==> src/rtl/tmfs_pkg.sv <==
package tmfs_pkg;

    // default geometry of the window
    localparam int WINDOW_SIZE_DEF = 15;
    localparam int KEEP_START_DEF  = 5;
    localparam int KEEP_COUNT_DEF  = 5;
    localparam int SAMPLE_BITS_DEF = 10;

    // fixed field widths
    localparam int SUM_W   = 13;
    localparam int THR_W   = 13;
    localparam int DUTY_W  = 8;
    localparam int LEVEL_W = 3;

    localparam logic [SUM_W-1:0] SUM_MAX = 13'd8191;

    // configuration port
    localparam int APB_ADDR_W = 5;
    localparam int APB_DATA_W = 32;
    localparam int REG_IDX_W  = 3;

    typedef logic [REG_IDX_W-1:0] t_reg_idx;

    localparam t_reg_idx REG_FAN_ENABLE   = 3'd0;
    localparam t_reg_idx REG_LOW_THR      = 3'd1;
    localparam t_reg_idx REG_MID_THR      = 3'd2;
    localparam t_reg_idx REG_HIGH_THR     = 3'd3;
    localparam t_reg_idx REG_DUTY_ONE     = 3'd4;
    localparam t_reg_idx REG_DUTY_TWO     = 3'd5;
    localparam t_reg_idx REG_DUTY_THREE   = 3'd6;
    localparam t_reg_idx REG_DUTY_FOUR    = 3'd7;

    // reset values, thresholds in units of the trimmed sum
    localparam logic [THR_W-1:0]  LOW_THR_RST    = 13'd326;
    localparam logic [THR_W-1:0]  MID_THR_RST    = 13'd428;
    localparam logic [THR_W-1:0]  HIGH_THR_RST   = 13'd530;
    localparam logic [DUTY_W-1:0] DUTY_ONE_RST   = 8'd64;
    localparam logic [DUTY_W-1:0] DUTY_TWO_RST   = 8'd128;
    localparam logic [DUTY_W-1:0] DUTY_THREE_RST = 8'd192;
    localparam logic [DUTY_W-1:0] DUTY_FOUR_RST  = 8'd255;

    typedef logic [LEVEL_W-1:0] t_level;

    localparam t_level LEVEL_OFF   = 3'd0;
    localparam t_level LEVEL_ONE   = 3'd1;
    localparam t_level LEVEL_TWO   = 3'd2;
    localparam t_level LEVEL_THREE = 3'd3;
    localparam t_level LEVEL_FOUR  = 3'd4;

    typedef struct packed {
        logic              fan_enable;
        logic [THR_W-1:0]  low_thr;
        logic [THR_W-1:0]  mid_thr;
        logic [THR_W-1:0]  high_thr;
        logic [DUTY_W-1:0] duty_one;
        logic [DUTY_W-1:0] duty_two;
        logic [DUTY_W-1:0] duty_three;
        logic [DUTY_W-1:0] duty_four;
    } t_cfg;

    // result request from the core to the output stage
    typedef struct packed {
        logic             valid;
        logic             off;
        logic [SUM_W-1:0] sum;
    } t_res;

endpackage

==> src/rtl/trimmed_mean_fan_speed_select.sv <==
// channel  | handshake                     | payload
// ---------+-------------------------------+------------------------------------
// in       | i_in_valid / o_in_ready       | i_sample
// out      | o_out_valid / i_out_ready     | o_duty, o_speed_level, o_trimmed_sum
// cfg      | i_psel, i_penable, i_pwrite   | i_paddr, i_pwdata, o_prdata, o_pready
//
// a sample that lands in an empty window is written straight into slot zero; any
// other sample is shifted into place, each stored entry larger than it moving up
// one slot (insertion into the window memory, one read and one write per cycle on its two ports)
// the sample that fills the window then has the kept entries summed and the
// result handed to the output register; with fan_enable low a beat skips the
// window, clears the fill count and yields an off result
// synchronous active-low reset clears the fill count and the state; memory
// contents are not cleared, only entries of the current window are ever read
// a full output register stalls the core in its emit step only
module trimmed_mean_fan_speed_select import tmfs_pkg::*; #(
    parameter int WINDOW_SIZE = WINDOW_SIZE_DEF,
    parameter int KEEP_START  = KEEP_START_DEF,
    parameter int KEEP_COUNT  = KEEP_COUNT_DEF,
    parameter int SAMPLE_BITS = SAMPLE_BITS_DEF
) (
    input  logic                   i_clk,
    input  logic                   i_rst_n,
    // sample beats
    input  logic                   i_in_valid,
    output logic                   o_in_ready,
    input  logic [SAMPLE_BITS-1:0] i_sample,
    // result beats
    output logic                   o_out_valid,
    input  logic                   i_out_ready,
    output logic [DUTY_W-1:0]      o_duty,
    output logic [LEVEL_W-1:0]     o_speed_level,
    output logic [SUM_W-1:0]       o_trimmed_sum,
    // register port
    input  logic                   i_psel,
    input  logic                   i_penable,
    input  logic                   i_pwrite,
    input  logic [APB_ADDR_W-1:0]  i_paddr,
    input  logic [APB_DATA_W-1:0]  i_pwdata,
    output logic [APB_DATA_W-1:0]  o_prdata,
    output logic                   o_pready
);

    t_cfg cfg;
    t_res res;
    logic load;

    logic              r_out_valid;
    logic [DUTY_W-1:0] r_duty, n_duty;
    t_level            r_level, n_level;
    logic [SUM_W-1:0]  r_sum;

    // configuration registers, no wait states
    tmfs_regs u_regs (
        .i_clk     (i_clk),
        .i_rst_n   (i_rst_n),
        .i_psel    (i_psel),
        .i_penable (i_penable),
        .i_pwrite  (i_pwrite),
        .i_paddr   (i_paddr),
        .i_pwdata  (i_pwdata),
        .o_prdata  (o_prdata),
        .o_cfg     (cfg)
    );

    assign o_pready = 1'b1;

    // window collection, sort and trimmed sum
    tmfs_core #(
        .WINDOW_SIZE (WINDOW_SIZE),
        .KEEP_START  (KEEP_START),
        .KEEP_COUNT  (KEEP_COUNT),
        .SAMPLE_BITS (SAMPLE_BITS)
    ) u_core (
        .i_clk       (i_clk),
        .i_rst_n     (i_rst_n),
        .i_valid     (i_in_valid),
        .i_sample    (i_sample),
        .i_enable    (cfg.fan_enable),
        .o_ready     (o_in_ready),
        .o_res       (res),
        .i_res_ready (load)
    );

    // output register takes a result when empty or being drained
    assign load = res.valid && (!r_out_valid || i_out_ready);

    // band selection, first threshold the sum is below wins
    always_comb begin
        if (res.off) begin
            n_level = LEVEL_OFF;
            n_duty  = '0;
        end else if (res.sum < cfg.low_thr) begin
            n_level = LEVEL_ONE;
            n_duty  = cfg.duty_one;
        end else if (res.sum < cfg.mid_thr) begin
            n_level = LEVEL_TWO;
            n_duty  = cfg.duty_two;
        end else if (res.sum < cfg.high_thr) begin
            n_level = LEVEL_THREE;
            n_duty  = cfg.duty_three;
        end else begin
            n_level = LEVEL_FOUR;
            n_duty  = cfg.duty_four;
        end
    end

    always_ff @(posedge i_clk) begin
        if (!i_rst_n) begin
            r_out_valid <= 1'b0;
        end else if (load) begin
            r_out_valid <= 1'b1;
        end else if (i_out_ready) begin
            r_out_valid <= 1'b0;
        end
        if (load) begin
            r_duty  <= n_duty;
            r_level <= n_level;
            r_sum   <= res.sum;
        end
    end

    assign o_out_valid   = r_out_valid;
    assign o_duty        = r_duty;
    assign o_speed_level = r_level;
    assign o_trimmed_sum = r_sum;

`ifndef ASSERT_OFF
    // the off result carries no duty and no sum
    a_off_zero: assert property (@(posedge i_clk) disable iff (!i_rst_n)
        o_out_valid && (o_speed_level == LEVEL_OFF) |-> (o_duty == '0) && (o_trimmed_sum == '0))
        else $error("off result with nonzero duty or sum");

    // level stays at off or within the four bands
    a_level_range: assert property (@(posedge i_clk) disable iff (!i_rst_n)
        o_out_valid |-> (o_speed_level <= LEVEL_FOUR))
        else $error("speed level out of range");

    // a pending core result never overwrites a held beat
    a_no_overwrite: assert property (@(posedge i_clk) disable iff (!i_rst_n)
        res.valid && o_out_valid && !i_out_ready |=> $stable(o_trimmed_sum) && $stable(o_duty))
        else $error("held result overwritten");

    // the core is never ready while a result is waiting to leave it
    a_core_busy: assert property (@(posedge i_clk) disable iff (!i_rst_n)
        res.valid |-> !o_in_ready)
        else $error("core accepts a sample while emitting");
`endif

endmodule

==> src/rtl/tmfs_ram.sv <==
module tmfs_ram #(
    parameter int WIDTH = 10,
    parameter int DEPTH = 15
) (
    input  logic                     i_clk,
    input  logic                     i_we,
    input  logic [$clog2(DEPTH)-1:0] i_waddr,
    input  logic [WIDTH-1:0]         i_wdata,
    input  logic [$clog2(DEPTH)-1:0] i_raddr,
    output logic [WIDTH-1:0]         o_rdata
);

    logic [WIDTH-1:0] r_mem [DEPTH];
    logic [WIDTH-1:0] r_rdata;

    always_ff @(posedge i_clk) begin
        if (i_we) begin
            r_mem[i_waddr] <= i_wdata;
        end
        r_rdata <= r_mem[i_raddr];
    end

    assign o_rdata = r_rdata;

endmodule

==> src/rtl/tmfs_regs.sv <==
module tmfs_regs import tmfs_pkg::*; (
    input  logic                  i_clk,
    input  logic                  i_rst_n,
    input  logic                  i_psel,
    input  logic                  i_penable,
    input  logic                  i_pwrite,
    input  logic [APB_ADDR_W-1:0] i_paddr,
    input  logic [APB_DATA_W-1:0] i_pwdata,
    output logic [APB_DATA_W-1:0] o_prdata,
    output t_cfg                  o_cfg
);

    t_cfg     r_cfg;
    t_reg_idx idx;
    logic     wr_en;

    assign idx   = i_paddr[APB_ADDR_W-1:2];
    assign wr_en = i_psel && i_penable && i_pwrite;

    always_ff @(posedge i_clk) begin
        if (!i_rst_n) begin
            r_cfg.fan_enable <= 1'b0;
            r_cfg.low_thr    <= LOW_THR_RST;
            r_cfg.mid_thr    <= MID_THR_RST;
            r_cfg.high_thr   <= HIGH_THR_RST;
            r_cfg.duty_one   <= DUTY_ONE_RST;
            r_cfg.duty_two   <= DUTY_TWO_RST;
            r_cfg.duty_three <= DUTY_THREE_RST;
            r_cfg.duty_four  <= DUTY_FOUR_RST;
        end else if (wr_en) begin
            case (idx)
                REG_FAN_ENABLE: r_cfg.fan_enable <= i_pwdata[0];
                REG_LOW_THR:    r_cfg.low_thr    <= i_pwdata[THR_W-1:0];
                REG_MID_THR:    r_cfg.mid_thr    <= i_pwdata[THR_W-1:0];
                REG_HIGH_THR:   r_cfg.high_thr   <= i_pwdata[THR_W-1:0];
                REG_DUTY_ONE:   r_cfg.duty_one   <= i_pwdata[DUTY_W-1:0];
                REG_DUTY_TWO:   r_cfg.duty_two   <= i_pwdata[DUTY_W-1:0];
                REG_DUTY_THREE: r_cfg.duty_three <= i_pwdata[DUTY_W-1:0];
                REG_DUTY_FOUR:  r_cfg.duty_four  <= i_pwdata[DUTY_W-1:0];
                default: begin
                end
            endcase
        end
    end

    always_comb begin
        case (idx)
            REG_FAN_ENABLE: o_prdata = APB_DATA_W'(r_cfg.fan_enable);
            REG_LOW_THR:    o_prdata = APB_DATA_W'(r_cfg.low_thr);
            REG_MID_THR:    o_prdata = APB_DATA_W'(r_cfg.mid_thr);
            REG_HIGH_THR:   o_prdata = APB_DATA_W'(r_cfg.high_thr);
            REG_DUTY_ONE:   o_prdata = APB_DATA_W'(r_cfg.duty_one);
            REG_DUTY_TWO:   o_prdata = APB_DATA_W'(r_cfg.duty_two);
            REG_DUTY_THREE: o_prdata = APB_DATA_W'(r_cfg.duty_three);
            REG_DUTY_FOUR:  o_prdata = APB_DATA_W'(r_cfg.duty_four);
            default:        o_prdata = '0;
        endcase
    end

    assign o_cfg = r_cfg;

endmodule

==> src/rtl/tmfs_core.sv <==
module tmfs_core import tmfs_pkg::*; #(
    parameter int WINDOW_SIZE = WINDOW_SIZE_DEF,
    parameter int KEEP_START  = KEEP_START_DEF,
    parameter int KEEP_COUNT  = KEEP_COUNT_DEF,
    parameter int SAMPLE_BITS = SAMPLE_BITS_DEF
) (
    input  logic                   i_clk,
    input  logic                   i_rst_n,
    input  logic                   i_valid,
    input  logic [SAMPLE_BITS-1:0] i_sample,
    input  logic                   i_enable,
    output logic                   o_ready,
    output t_res                   o_res,
    input  logic                   i_res_ready
);

    localparam int IDX_W    = $clog2(WINDOW_SIZE);
    localparam int KEEP_END = (KEEP_START + KEEP_COUNT < WINDOW_SIZE) ?
                              (KEEP_START + KEEP_COUNT) : WINDOW_SIZE;
    localparam bit HAS_KEEP = (KEEP_START < WINDOW_SIZE);
    localparam int ACC_RAW  = SAMPLE_BITS + $clog2(KEEP_COUNT) + 1;
    localparam int ACC_W    = (ACC_RAW > SUM_W + 1) ? ACC_RAW : (SUM_W + 1);

    localparam logic [IDX_W-1:0] LAST_FILL  = IDX_W'(WINDOW_SIZE - 1);
    localparam logic [IDX_W-1:0] KEEP_FIRST = IDX_W'(KEEP_START);
    localparam logic [IDX_W-1:0] KEEP_LAST  = IDX_W'(KEEP_END - 1);

    typedef enum logic [2:0] {
        S_IDLE,
        S_SHIFT,
        S_PLACE,
        S_SUM,
        S_SUM_END,
        S_EMIT
    } t_state;

    t_state                 r_state, n_state;
    logic [IDX_W-1:0]       r_fill, n_fill;
    logic [IDX_W-1:0]       r_j, n_j;
    logic [IDX_W-1:0]       r_k, n_k;
    logic [SAMPLE_BITS-1:0] r_key, n_key;
    logic [ACC_W-1:0]       r_acc, n_acc;
    logic                   r_pend, n_pend;
    logic                   r_off, n_off;

    logic                   we;
    logic [IDX_W-1:0]       waddr;
    logic [SAMPLE_BITS-1:0] wdata;
    logic [IDX_W-1:0]       raddr;
    logic [SAMPLE_BITS-1:0] rdata;
    logic                   placed;

    tmfs_ram #(
        .WIDTH (SAMPLE_BITS),
        .DEPTH (WINDOW_SIZE)
    ) u_window (
        .i_clk   (i_clk),
        .i_we    (we),
        .i_waddr (waddr),
        .i_wdata (wdata),
        .i_raddr (raddr),
        .o_rdata (rdata)
    );

    // insertion sort into the window memory, one shift per cycle, then the trimmed sum and emit; enable low emits off
    always_comb begin
        n_state = r_state;
        n_fill  = r_fill;
        n_j     = r_j;
        n_k     = r_k;
        n_key   = r_key;
        n_acc   = r_acc;
        n_off   = r_off;
        n_pend  = (r_state == S_SUM);
        we      = 1'b0;
        waddr   = r_j;
        wdata   = r_key;
        raddr   = r_k;
        placed  = 1'b0;

        if (r_pend) begin
            n_acc = r_acc + ACC_W'(rdata);
        end

        case (r_state)
            S_IDLE: begin
                if (i_valid) begin
                    if (!i_enable) begin
                        n_fill  = '0;
                        n_off   = 1'b1;
                        n_state = S_EMIT;
                    end else begin
                        n_key = i_sample;
                        n_off = 1'b0;
                        if (r_fill == '0) begin
                            we     = 1'b1;
                            waddr  = '0;
                            wdata  = i_sample;
                            placed = 1'b1;
                        end else begin
                            raddr   = r_fill - IDX_W'(1);
                            n_j     = r_fill;
                            n_state = S_SHIFT;
                        end
                    end
                end
            end
            S_SHIFT: begin
                we    = 1'b1;
                waddr = r_j;
                if (rdata > r_key) begin
                    wdata = rdata;
                    n_j   = r_j - IDX_W'(1);
                    raddr = r_j - IDX_W'(2);
                    if (r_j == IDX_W'(1)) begin
                        n_state = S_PLACE;
                    end
                end else begin
                    wdata  = r_key;
                    placed = 1'b1;
                end
            end
            S_PLACE: begin
                we     = 1'b1;
                waddr  = '0;
                wdata  = r_key;
                placed = 1'b1;
            end
            S_SUM: begin
                raddr = r_k;
                if (r_k == KEEP_LAST) begin
                    n_state = S_SUM_END;
                end else begin
                    n_k = r_k + IDX_W'(1);
                end
            end
            S_SUM_END: begin
                n_state = S_EMIT;
            end
            S_EMIT: begin
                if (i_res_ready) begin
                    n_state = S_IDLE;
                end
            end
            default: begin
                n_state = S_IDLE;
            end
        endcase

        // after this write, start the sum (or emit) if the window is complete, else advance the fill count
        if (placed) begin
            if (r_fill == LAST_FILL) begin
                n_fill  = '0;
                n_acc   = '0;
                n_k     = KEEP_FIRST;
                n_state = HAS_KEEP ? S_SUM : S_EMIT;
            end else begin
                n_fill  = r_fill + IDX_W'(1);
                n_state = S_IDLE;
            end
        end
    end

    always_ff @(posedge i_clk) begin
        if (!i_rst_n) begin
            r_state <= S_IDLE;
            r_fill  <= '0;
            r_pend  <= 1'b0;
        end else begin
            r_state <= n_state;
            r_fill  <= n_fill;
            r_pend  <= n_pend;
        end
        r_j   <= n_j;
        r_k   <= n_k;
        r_key <= n_key;
        r_acc <= n_acc;
        r_off <= n_off;
    end

    assign o_ready     = (r_state == S_IDLE);
    assign o_res.valid = (r_state == S_EMIT);
    assign o_res.off   = r_off;
    assign o_res.sum   = r_off ? '0 :
                         (r_acc > ACC_W'(SUM_MAX)) ? SUM_MAX : r_acc[SUM_W-1:0];

endmodule
==> config.mk <==
export PLATFORM = sky130hd
export DESIGN_NAME = trimmed_mean_fan_speed_select
export DESIGN_NICKNAME = d
export VERILOG_FILES = /design/src/rtl/tmfs_pkg.sv /design/src/rtl/trimmed_mean_fan_speed_select.sv /design/src/rtl/tmfs_ram.sv /design/src/rtl/tmfs_regs.sv /design/src/rtl/tmfs_core.sv
export SDC_FILE = /design/constraint.sdc
export NUM_CORES = 1
export LEC_CHECK = 0
export ABC_AREA = 1
export BUFFER_PORTS_ARGS = -buffer_cell sky130_fd_sc_hd__buf_2
export CORE_ASPECT_RATIO = 2
export CORE_MARGIN = 5
export CORE_UTILIZATION = 35
export CTS_CLUSTER_DIAMETER = 80
export DETAILED_ROUTE_END_ITERATION = 7
export PLACE_DENSITY = 0.49
export SYNTH_ARGS = -nofsm -noshare
export SYNTH_HDL_FRONTEND = slang
export SYNTH_SLANG_ARGS = --single-unit
==> constraint.sdc <==
create_clock -name i_clk -period 2.4 [get_ports i_clk]
set_clock_uncertainty 0.15 [all_clocks]
set_input_delay 0 -clock i_clk [delete_from_list [all_inputs] [get_ports i_clk]]
set_output_delay 0 -clock i_clk [all_outputs]
set_load 0.1 [all_outputs]
## Yosys cells after proc, flatten, opt, wreduce, memory -nomap -nowiden

Memories as Yosys holds them, arrays and structs flattened. A register that Yosys moved wholly into a read port is not among the register bits.
Cells that the tools add are included.

| storage, ports and cells | value |
|---|---|
| flip-flop bits (word level) | 138 |
| memories | 1 |
| input bits | 54 |
| output and inout port bits | 59 |
| RAM bits | 150 |

Memory list:

| memory | words | bits a word | rd ports | clocked after memory_dff | wr ports | RTL line | source |
|---|---|---|---|---|---|---|---|
| u_core.u_window.r_mem | 15 | 10 | 1 | 1 | 1 | tmfs_ram.sv:13 | `logic [WIDTH-1:0] r_mem [DEPTH];` |

| operators by class | value |
|---|---|
| reductions and logical operators | 28 |
| add/subtract/negate cells | 6 |
| multiplexer cells | 61 |
| equality and inequality tests | 27 |
| order comparisons | 5 |

Operators with widths:

| kind | number |
|---|---|
| $pmux 32 s8 | 1 |
| $mux 4 | 20 |
| $mux 14 | 3 |
| $mux 10 | 4 |
| $lt 13x13->1 | 3 |
| $mux 3 | 9 |
| $mux 13 | 2 |
| $mux 8 | 3 |
| $pmux 4 s2 | 3 |
| $pmux 10 s2 | 1 |
| $eq 3x3->1 const B | 6 |
| $pmux 3 s6 | 1 |
| $reduce_and 2->1 | 9 |
| $add 14x10->14 | 1 |
| $gt 14x13->1 const B | 1 |
| $eq 3x2->1 const B | 4 |
| $gt 10x10->1 | 1 |
| $mux 1 | 10 |
| $ne 3x1->1 const B | 3 |
| $add 4x1->4 const B | 2 |
| $eq 4x4->1 const B | 2 |
| $ne 2x1->1 const B | 4 |
| $reduce_bool 2->1 | 4 |
| $sub 4x1->4 const B | 2 |
| other kinds (20) | 28 |

## Depth between registers and ports, before layout

Gate-level depths: netlist of run 1.

| logic depth | value |
|---|---|
| word-level depth | 7 |
| gate-level depth with buffers | 20 |
| mapped depth without buffers | 19 |

## Hierarchy

Synthesis of run 1 repeated with hierarchy kept, for this count alone.

| unflattened totals | value |
|---|---|
| cells, all modules | 1849 |
| area, all modules | 15542.4 µm² |

Modules (own cells, without submodules):

| module | times used | cells each | seq. area each (µm²) | area an instance (µm²) |
|---|---|---|---|---|
| tmfs_ram | 1 | 629 | 4704.5 | 6676.4 |
| tmfs_regs | 1 | 493 | 1441.4 | 3518.4 |
| tmfs_core | 1 | 447 | 970.9 | 3190.6 |
| trimmed_mean_fan_speed_select | 1 | 280 | 740.7 | 2157.1 |

## Least setup slack after synthesis of run 1

OpenSTA, ideal clock, no wires.

| timing path | value |
|---|---|
| kind | input -> output |
| from | input i_paddr[2] |
| to | output o_prdata[12] |
| data arrival time | 2.648 ns |
| buffers on the path | 1 |
| required time | 2.250 ns |
| slack | -0.398 ns |
| cell stages on the path | 5 |
| cells stage by stage | inv_1 nor3_2 inv_1 clkbuf_1 o21ai_0 |

| between the ends | value |
|---|---|
| word-level cells in the longest chain between the ends | 2 |
| elaborated cells between the ends (all ways) | 9 |

RTL lines:

| what | RTL line | source |
|---|---|---|
| start, declared | trimmed_mean_fan_speed_select.sv:38 | `input logic [APB_ADDR_W-1:0] i_paddr,` |
| $eq 3x3->1, or another cell as far along | tmfs_regs.sv:47 | `case (idx)` |
| $pmux 32 s8 * | tmfs_regs.sv:47 |  |
| end, declared | trimmed_mean_fan_speed_select.sv:40 | `output logic [APB_DATA_W-1:0] o_prdata,` |

Mark *: on every way between the ends. The rest lies on a longest branch, timed or not. The select of a mux whose other input is x is not followed.

## Final worst setup path of run 1

| timing path | value |
|---|---|
| from | register u_core.r_key[3] |
| to | register u_core.u_window.r_rdata[8] (netlist: u_core.u_window.o_rdata[8]) (read register of u_core.u_window.r_mem) |

| between the ends | value |
|---|---|
| word-level cells in the longest chain between the ends | 3 |

RTL lines:

| what | RTL line | source |
|---|---|---|
| start, declared | tmfs_core.sv:41 | `logic [SAMPLE_BITS-1:0] r_key, n_key;` |
| start signal, assigned | tmfs_core.sv:176 | `r_key <= n_key;` |
| $gt 10x10->1 | tmfs_core.sv:111 | `if (rdata > r_key) begin` |
| $mux 4 | tmfs_core.sv:111 |  |
| $pmux 4 s2 | tmfs_core.sv:85 | `case (r_state)` |
| end, declared | tmfs_ram.sv:14 | `logic [WIDTH-1:0] r_rdata;` |

No other way between the ends.
A chain may end at the register's enable or synchronous reset.

==> out/metrics.cfg, run 1 <==
[worst_setup_path]
crit_chain=inv_2, ha_4, nand2_4, nor2_4, buf_6, nand4_4, buf_6, nand4_1, nand2_2, a21oi_4, buf_12, buf_12, buf_16, nand3_2, nand2_1, nand2_1, nand2_1, nand2_1, nand2_1
worst_ep_arrival_time_ns=2.96
worstSetupPathType=flip-flop to flip-flop
worstPathRequired_ns=2.76
crit_family=simple AND/OR/NAND/NOR gates
path_max_fanout=5
cpPeakStageDelay_ns=0.35
cp-start-kind=flip-flop
worst_setup_path_end_kind=flip-flop
cpMaxStageDelayCell=edfxtp_1
path_common_cell=nand2_1
crit_buf_inv=6

[timing]
finalCritPeriodShare=1.082
slew_violations=0
fmax_mhz=384.9
worst_pin_slew_ns=0.5266
fin_ws_ns=-0.1978
min_period_ns=2.598
timing.slew.headroom=0.6514
setup_viol=157
rsz0062_at_grt=true
hold_ws_ns=0.04114
hold_viol_final=0

[global_routing]
grt_pass1_vias=13140
antenna_found_initial=0
grt_pass1_wl_um=75640
grt_overflow=0
grtUsageTotal=0.2106
grt_max_degree=42

[pwr]
p_per_area_nw_per_um2=1268
p_leak_nw=8.767
vdd_drop_max_v=0.0007705

[floorplanning]
fp-row-count=107
start_util=0.3527
die_w_um=156.2
placeableCoreArea_sq_um=42440
die_y_um=302.4
die-area_sq_um=47250
ios=113

[finish]
drive_gt1_frac=0.2720
layout_common_cells=nand2_1 (312), inv_1 (208), edfxtp_1 (189), nand3_1 (161), buf_4 (128)
antenna_cells=0
final_nets=2099
syn2layout_area_growth_pct=38.46
seq_area_sq_um=7865
fill_cells=3981
final_core_util=0.4883
multi_input_area_sq_um=6837
layout_commonest_cell=nand2_1

[routing]
ant_nets=0
vias=12900
vias_per_cell=5.045
drtIter0Drc=634
drt_wl_total_um=51100
firstDrtPassIters=6
wl_per_cell_um=19.99
route.detailed.drc=0

[clock_tree]
clkLatencyLatePin_ns=0.58
max-clock-path-buffers=3
numClockSinks=298
tritoncts=done
h-tree-depth=1
cts-root-buf=clkbuf_16
clk_pin_slew_ns=0.07
cts-buffers-inserted=29

[flow_run]
drv_cap=0

[outcome]
status=complete, but fails checks
violations=setup timing

[synthesis]
synth_edf_count=189
synth-warning-count=0
synth_cells=1698
ys.flop_type=edfxtp_1
synth.avg_cell_area_sq_um=8.814
async_flop_share=0
synth_cell_types=53
ys_seq_area_frac=0.5250
netlist_area_sq_um=14970
synth-seq-cells=298

[place]
hpwl_um=36090
portBuffers=71
finalWeightedCongestion=0.9593

[min_path]
hold_class=primary input to flip-flop

-- registers in the layout, summed over array words and instances (netlist names) --
signal / count
u_core.r_key: 10
u_regs.o_cfg: 72
o_trimmed_sum: 13
o_duty: 8
u_core.r_acc: 14
u_core.r_j: 4
u_core.r_k: 4
o_speed_level: 3
u_core.r_state: 3
u_core.r_pend: 1
u_core.r_fill: 4
u_core.r_off: 1
o_out_valid: 1
u_core.u_window.o_rdata: 10
u_core.u_window.r_mem: 150
-- per-stage QoR --
step / cells / setup slack, ns / area [sq um] / power, W / setup TNS, ns
floorplan: 1716 / -0.3976 / 15180 / 0.01378 / -5.412
detailed placement: 2420 / -0.4332 / 17710 / 0.01842 / -38.62
finish: 2556 / -0.1978 / 20720 / 0.02628 / -14.45
global placement: 2420 / -0.4262 / 17710 / 0.01840 / -39.56
CTS: 2544 / -0.1911 / 20190 / 0.02590 / -16.44
global route: 2556 / -0.3375 / 20720 / 0.02779 / -28.23
-- cell families (layout without fill, tap and decap cells) --
logic type,Yosys count,after routing,synth area share
other,2,20,0.0005018
AO/OA/AOI/OAI,276,276,0.1058
buffers and inverters,324,617,0.09146
XOR/XNOR,13,13,0.007607
adder cells (fa/ha/maj),57,57,0.04815
flip-flops,298,298,0.5250
AND/OR/NAND/NOR,728,730,0.2215
-- cell usage after synthesis, types with 3 or more instances --
library cell  instances  area share
nand2_2               6      0.0025
clkinv_1              3     0.00075
nand3_1             202       0.068
clkbuf_1             25      0.0063
o22ai_1               8      0.0033
xnor2_1               3      0.0018
buf_4                25       0.013
nor3_1               10      0.0033
ha_1                 56       0.047
xor2_1               10      0.0059
buf_2                29      0.0097
inv_2                16      0.0040
nor2_1              101       0.025
a221oi_1              8      0.0047
nand3b_1             34       0.017
o2111ai_1             7      0.0041
inv_1               220       0.055
buf_6                 3      0.0023
o21ai_0             100       0.033
o211ai_1             25       0.013
buf_1                 3     0.00075
a22oi_1               7      0.0035
a21oi_1             100       0.033
edfxtp_1            189        0.38
nand2_4               7      0.0053
nand2_1             341       0.086
dfxtp_1             109        0.15
nor2_4                4      0.0030
nand4_1               7      0.0029
nor2_2                4      0.0017
nor3_2                3      0.0020
o21ai_1               5      0.0017
-- power breakdown --
part	internal [W]	leakage, nW	switching, W	total [W]
Sequential	0.00652	2.61	0.000374	0.00689
Clock	0.00278	0.471	0.00205	0.00484
Combinational	0.00608	5.69	0.00847	0.0146
Total	0.0154	8.77	0.0109	0.0263
-- worst reg2reg max path: cells and delay by family (launching register included) --
family	cells	cell delay, ns
AND/OR/NAND/NOR	11	0.86
buffers and inverters	6	0.71
flip-flops	1	0.35
adder cells (fa/ha/maj)	1	0.27
AO/OA/AOI/OAI	1	0.20
-- per-layer routing --
metal | part of all wire | global-route usage | vias up
li1 | - | - | 6272
met5 | 0 | 0 | -
met1 | 0.31 | 0.1893 | 6138
met3 | 0.034 | 0.02055 | 155
met4 | 0.074 | 0.1278 | 0
met2 | 0.58 | 0.4331 | 331
-- what timing repair did --
item	4_1_cts	5_1_grt
hold buffers	38	2
setup endpoints to repair	191	224
pin swaps	36	24
gates cloned	11	4
setup buffers	21	10
gates resized for setup	157	100
hold endpoints to repair	215	1
-- area by class of cell --
cell class              count  share of cell area
inverters                 239             0.04468
well taps                 545             0.03291
repair buffers            324              0.1656
multi-input cells        1096              0.3299
flip-flops and latches    298              0.3795
clock inverters            19             0.01081
clock buffers              35             0.03659
-- final timing paths --
kind	from	to	slack, ns	depth (start not counted)
max	u_core.r_key[3]$_DFFE_PP_	u_core.u_window.o_rdata[8]$_DFF_P_	-0.20	19
min reg2reg	u_regs.o_cfg[29]$_SDFFE_PN0P_	u_regs.o_cfg[29]$_SDFFE_PN0P_	0.32	2
max reg2reg	u_core.r_key[3]$_DFFE_PP_	u_core.u_window.o_rdata[8]$_DFF_P_	-0.20	19
min	i_sample[7]	u_core.r_key[7]$_DFFE_PP_	0.04	2
Note: power is estimated with default switching activity, not from simulation.
==> run 2, diff against run 1 <==
ABC_AREA = 0   (was 1)
==> run 2 against run 1 <==
Compared with the run above: the flow still finishes with violations (setup timing); critical path depth decreased by 6; non-clock buffer count rose by 47; count of clock-buffer cells in the layout increased by 2; final area is 3.2% lower; sequential share of layout area rose by 1.2 points; highest routed layer unchanged.
==> out/metrics.cfg, run 2 <==
[floorplanning]
placeableCoreArea_sq_um=40860
die-area_sq_um=45560
fp-row-count=105
die_y_um=296.9
die_w_um=153.5
start_util=0.3526
ios=113

[outcome]
violations=setup timing
status=complete, but fails checks

[global_routing]
antenna_found_initial=0
grt_pass1_wl_um=69860
grt_max_degree=39
grt_overflow=0
grtUsageTotal=0.2005
grt_pass1_vias=11600

[worst_setup_path]
worst_setup_path_end_kind=flip-flop
crit_family=compound AO/OA/AOI/OAI gates
cpMaxStageDelayCell=or4b_4
crit_buf_inv=3
crit_chain=inv_2, ha_4, a21oi_2, o21ai_2, a2111oi_4, nor2_2, a221o_1, a31oi_4, buf_12, mux2i_1, buf_4, o22ai_1, or4b_4
worstPathRequired_ns=2.70
r2r_setup_slack_ns=-1.16
path_max_fanout=7
reg2reg_from=u_core.r_key[3]$_DFFE_PP_
worst_ep_arrival_time_ns=3.86
worstSetupPathType=flip-flop to flip-flop
r2r_end=u_core.u_window.o_rdata[5]$_DFF_P_
reg2regPathDepth=13
cpPeakStageDelay_ns=0.56
cp-start-kind=flip-flop

[routing]
firstDrtPassIters=7
met1_length_um=14640
top_layer=met4
wl_per_cell_um=21.27
drtIter0Drc=499
ant_nets=0
drt_wl_total_um=46920
vias_per_cell=5.048
route.detailed.drc=0
dr_wl_met2_um=28400
vias=11140
wl_met3_um=1280

[synthesis]
synthAdderAreaFrac=0.05072
synth_cells=1305
synth_simple_gate_area_frac=0.1288
synth-seq-cells=298
synth_compound_area_frac=0.1205
synthMuxAreaShare=0.09432
ys.flop_type=edfxtp_1
async_flop_share=0
synth_cell_types=76
synth_top_family_by_area=simple AND/OR/NAND/NOR gates
netlist_area_sq_um=14410
synth_most_common_cell=edfxtp_1
synth_edf_count=189
ys_seq_area_frac=0.5454
synth_top_area_share=0.3940
yosysTopAreaCell=edfxtp_1
synth-warning-count=0
synth.avg_cell_area_sq_um=11.04
synth_common_cells=edfxtp_1 (189), nand2_1 (150), mux2i_1 (111)
ys_top_cells_by_area=edfxtp_1 (39%), dfxtp_1 (15%), mux2i_1 (7.7%)
synth_xor_area_frac=0.01034

[timing]
timing.slew.headroom=0.6030
fmax_mhz=280.5
setup_viol=292
finalCritPeriodShare=1.485
worst_pin_slew_ns=0.5956
slew_violations=0
hold_viol_final=0
rsz0062_at_grt=true
min_period_ns=3.565
fin_ws_ns=-1.165

[finish]
layout_commonest_cell=buf_4
regMostFlops=u_core.u_window.r_mem
largest_reg_flops=150
syn2layout_area_growth_pct=39.23
fill_cells=3683
antenna_cells=0
layout_common_cells=buf_4 (201), edfxtp_1 (189), nand2_1 (150), dfxtp_1 (108), mux2i_1 (96)
fin_area_sq_um=20060
drive_gt1_frac=0.3333
final_nets=1758

[place]
hpwl_um=35580
dpl_cell_area_sq_um=17490
finalWeightedCongestion=0.8686
pre_cts_ws_ns=-1.326
portBuffers=71

[clock_tree]
clkLatencyLatePin_ns=0.58
numClockSinks=298
tritoncts=done
max-clock-path-buffers=3
cts-buffers-inserted=30
clk_pin_slew_ns=0.07
h-tree-depth=1
cts-root-buf=clkbuf_16

[flow_run]
drv_cap=0

[pwr]
p_per_area_nw_per_um2=1037
p_leak_nw=7.898
vdd_drop_max_v=0.0007339

[min_path]
hold_class=primary input to flip-flop
whs_endpoint=u_core.r_key[7]$_DFFE_PP_
hold_depth=2
hp-start=i_sample[7]

## run 2: layout make-up
cell class	count	area [sq um]	share of cell area
tap	535	669.4	0.03337
inverter	76	289.0	0.01441
clock inverter	19	227.7	0.01135
sequential	298	7859	0.3918
clock buffer	37	832.0	0.04148
timing repair buffer	371	3407	0.1699
multi-input combinational	870	6774	0.3377
## run 2: kinds of logic after synthesis
| kind of cell | after synthesis |
|---|---|
| multiplexers | 129 |
| flip-flops | 298 |
| buffers and inverters | 156 |
| XOR/XNOR | 17 |
| adder cells (fa/ha/maj) | 58 |
| other | 2 |
| AND/OR/NAND/NOR | 396 |
| AO/OA/AOI/OAI | 249 |
## run 2: worst reg2reg max path: cells and delay by family (launching register included)
kind | cells | cell delay (ns)
buffers and inverters | 3 | 0.42
AOI/OAI and AO/OA | 6 | 1.42
muxes | 1 | 0.19
DFF | 1 | 0.40
and+or+nand+nor | 2 | 0.66
adders and majority gates | 1 | 0.20
## run 2: what timing repair did
action / in CTS / in global routing
hold buffers: 38 / 0
buffers inserted: 21 / 13
endpoints found under the hold margin: 242 / 0
gates resized for setup: 106 / 62
pin swaps: 37 / 25
endpoints found under the setup margin: 320 / 324
cloned: 4 / 3
## run 2: metrics by stage
stage                     utilization  hold WS (ns)  instances  TNS, ns  total power (W)
after floorplan                     -      -0.05113       1323   -43.33          0.01111
after global placement         0.4281       0.08178       2077  -154.74          0.01407
after detailed placement       0.4281       0.08542       2077  -162.31          0.01413
after CTS                      0.4826      0.001956       2194  -119.62          0.02021
after global routing           0.4909       0.02752       2206  -151.14          0.02171
final                          0.4909       0.02966       2206  -110.88          0.02079
## run 2: routing by layer
layer  vias up  GRT usage
met5         -          0
met4         0    0.09640
met3        98    0.01821
met2       222     0.4306
met1      5429     0.1763
li1       5386          -
## run 2: worst max-delay path by stage
stage	from	end	slack, ns	depth (start not counted)
2_1_floorplan	u_core.r_key[9]$_DFFE_PP_	u_core.u_window.o_rdata[5]$_DFF_P_	-0.76	11
3_3_place_gp	u_core.u_window.o_rdata[8]$_DFF_P_	u_core.u_window.o_rdata[7]$_DFF_P_	-1.33	11
3_5_place_dp	u_core.u_window.o_rdata[8]$_DFF_P_	u_core.u_window.o_rdata[7]$_DFF_P_	-1.33	12
4_1_cts	u_core.r_key[6]$_DFFE_PP_	u_core.u_window.o_rdata[5]$_DFF_P_	-1.19	13
5_1_grt	u_core.r_key[5]$_DFFE_PP_	u_core.u_window.o_rdata[2]$_DFF_P_	-1.26	14
6_report	u_core.r_key[3]$_DFFE_PP_	u_core.u_window.o_rdata[5]$_DFF_P_	-1.16	13
## run 2: power breakdown
| part | switching [W] | internal [W] |
|---|---|---|
| Sequential | 0.000258 | 0.00605 |
| Combinational | 0.00495 | 0.00445 |
| Clock | 0.00210 | 0.00300 |
==> run 3, diff against run 2 <==
CTS_CLUSTER_DIAMETER = unset   (was 80)
PLACE_DENSITY = 0.47   (was 0.49)
SYNTH_HIERARCHICAL = 1   (was unset)
clock period = 4.63 ns   (was 2.4 ns; I/O delays follow)
==> run 3 against run 2 <==
Compared with the run above: the run now ends clean; core utilization decreased by 8.3 points; critical path type unchanged; synthesized cell count decreased by 3.3%; sequential share of layout area increased by 6.9 points; synthesized area increased by 2.5%; global-route usage decreased by 1.9 points; first-iteration DRC count decreased by 20%; critical path depth increased by 1; combinational power decreased by 85%; die area increased by 2.4%; via count decreased by 9.4%; largest cell class unchanged.
==> out/metrics.cfg, run 3 <==
[outcome]
status=completed

[global_routing]
grt_max_degree=52
grtUsageTotal=0.1816
met1_usage=0.1612
use_met3=0.01812
antenna_found_initial=0
grt_pass1_wl_um=63980
grt_overflow=0
grt.busiest_layer=met2
grt_util_met2=0.3921
grt_pass1_vias=10500

[synthesis]
synthMuxAreaShare=0.1117
synth_simple_gate_area_frac=0.1072
synth_cell_types=86
synth_most_common_cell=edfxtp_1
synth_common_cells=edfxtp_1 (189), nand2_1 (126), dfxtp_1 (109)
synth_edf_count=189
synth_xor_area_frac=0.007709
ys_top_cells_by_area=edfxtp_1 (38%), dfxtp_1 (15%), mux2i_1 (5.6%)
synth_compound_area_frac=0.1273
synth_cells=1262
synth-warning-count=6
synth.avg_cell_area_sq_um=11.70
ys_seq_area_frac=0.5320
yosysTopAreaCell=edfxtp_1
synth_top_family_by_area=compound AO/OA/AOI/OAI gates
synth_top_area_share=0.3843
synth-seq-cells=298
synthAdderAreaFrac=0.05642
ys.flop_type=edfxtp_1
async_flop_share=0
netlist_area_sq_um=14770

[pwr]
internal_power_w=0.004914
p_seq_frac=0.439
pwr-share-comb=0.203
vdd_drop_max_v=0.0003345
p_per_area_nw_per_um2=408.8
p_switching_w=0.002059
p_leak_nw=6.486
p_sw_frac=0.2953
power.share.clock=0.358

[clock_tree]
cts-buffers-inserted=30
clkLatencyLatePin_ns=0.57
tritoncts=done
max-clock-path-buffers=3
clk_pin_slew_ns=0.06
cts-root-buf=clkbuf_16
h-tree-depth=1
numClockSinks=298

[worst_setup_path]
worstSetupPathType=flip-flop to flip-flop
r2r_setup_slack_ns=0.65
worst_ep_arrival_time_ns=4.28
path_common_cell=o21ai_1
crit_chain=inv_1, ha_1, a21oi_2, o21ai_1, a2111oi_4, nor3_4, a21oi_1, a221o_2, buf_12, buf_4, mux2i_1, o22ai_1, a31oi_1, o21ai_1
cpMaxStageDelayCell=a2111oi_4
cp-start-kind=flip-flop
reg2reg_from=u_core/r_key[5]$_DFFE_PP_
worst_setup_path_end_kind=flip-flop
worstPathRequired_ns=4.93
cpPeakStageDelay_ns=0.55
worstSetupStartpoint=u_core/r_key[5]$_DFFE_PP_
path_max_fanout=21
crit_buf_inv=3
crit_family=compound AO/OA/AOI/OAI gates

[place]
hpwl_um=32630
portBuffers=71
finalWeightedCongestion=0.8553

[floorplanning]
fp-row-count=106
ios=113
placeableCoreArea_sq_um=41780
start_util=0.3535
die_w_um=155.3
die_y_um=300.5
die-area_sq_um=46660

[timing]
worst_pin_slew_ns=0.8986
timing.slew.headroom=0.3963
finalCritPeriodShare=0.8601
tns_ns=0
hold_ws_ns=0.04265
fmax_mhz=251.1
rsz0062_at_grt=false
setup_viol=0
hold_viol_final=0
slew_violations=0
min_period_ns=3.982

[min_path]
hold_class=primary input to flip-flop
hp-start=i_sample[3]

[routing]
drtIter0Drc=398
wl_per_cell_um=21.98
vias_per_cell=5.198
vias=10090
firstDrtPassIters=5
drt_wl_total_um=42670
route.detailed.drc=0
ant_nets=0

[finish]
largest_reg_flops=150
seq_area_sq_um=7858
antenna_cells=0
fill_cells=4067
layout_common_cells=edfxtp_1 (189), nand2_1 (126), dfxtp_1 (109), nor2_1 (95), inv_1 (89)
drive_gt1_frac=0.1706
final_nets=1498
layout_commonest_cell=edfxtp_1
multi_input_area_sq_um=6141
syn2layout_area_growth_pct=15.49
regMostFlops=u_core/u_window/r_mem

[flow_run]
drv_cap=0

-- run 3: changes by cell type after synthesis, moves of 15 or more --
cell / change
mux4_2: +19
nor2b_1: -15
nand2_1: -24
mux2i_1: -29
a21boi_0: -30
nand3_1: -19
-- run 3: kinds of logic (layout without fill, tap and decap cells) --
logic type	count (synthesis)	after routing
and+or+nand+nor	331	331
DFF	298	298
AOI/OAI and AO/OA	254	254
buffers and inverters	172	293
muxes	126	126
adders and majority gates	66	66
xor gates and xnor gates	13	13
other	2	20
-- run 3: repair_timing --
| item | CTS | global route |
|---|---|---|
| gates resized for setup | 0 | 0 |
| hold endpoints to repair | 92 | 0 |
| setup endpoints to repair | 0 | 0 |
| hold buffers | 36 | 0 |
| setup buffers | 0 | 0 |
-- run 3: power groups by stage --
stage	Combinational [W]	Clock [W]	Sequential [W]
6_report	0.00141	0.00250	0.00306
5_1_grt	0.00154	0.00268	0.00308
4_1_cts	0.00144	0.00259	0.00307
3_5_place_dp	0.00142	0	0.00312
3_3_place_gp	0.00140	0	0.00312
2_1_floorplan	0.00100	0	0.00317
-- run 3: worst paths after layout --
path | endpoint | cells past startpoint
setup / recovery | u_core/u_window/o_rdata[4]$_DFF_P_ | 14
hold / removal | u_core/r_key[3]$_DFFE_PP_ | 2
setup reg to reg | u_core/u_window/o_rdata[4]$_DFF_P_ | 14
hold reg to reg | u_regs/o_cfg[38]$_SDFFE_PN0P_ | 2
-- run 3: cell type report --
cell class                 count  share of cell area
timing repair buffer         149             0.06118
sequential                   298              0.4607
clock buffer                  35             0.04636
tap                          540             0.03961
clock inverter                20             0.01254
multi-input combinational    810              0.3600
inverter                      89             0.01959
-- run 3: per-stage QoR --
| step | instances | cell area, sq um | setup WS, ns | power [W] | utilization |
|---|---|---|---|---|---|
| 4_1_cts | 1941 | 17060 | 0.6008 | 0.007096 | 0.4083 |
| 3_5_place_dp | 1850 | 15690 | 0.5997 | 0.004540 | 0.3756 |
| 3_3_place_gp | 1850 | 15690 | 0.5993 | 0.004524 | 0.3756 |
| 5_1_grt | 1941 | 17060 | 0.2496 | 0.007301 | 0.4083 |
| 2_1_floorplan | 1280 | 14840 | 1.410 | 0.004168 | - |
| 6_report | 1941 | 17060 | 0.6479 | 0.006973 | 0.4083 |
-- run 3: routing by layer --
metal	vias up	share of wire
met3	80	0.033
met1	4940	0.31
li1	4840	-
met4	0	0.045
met2	229	0.61
met5	-	0
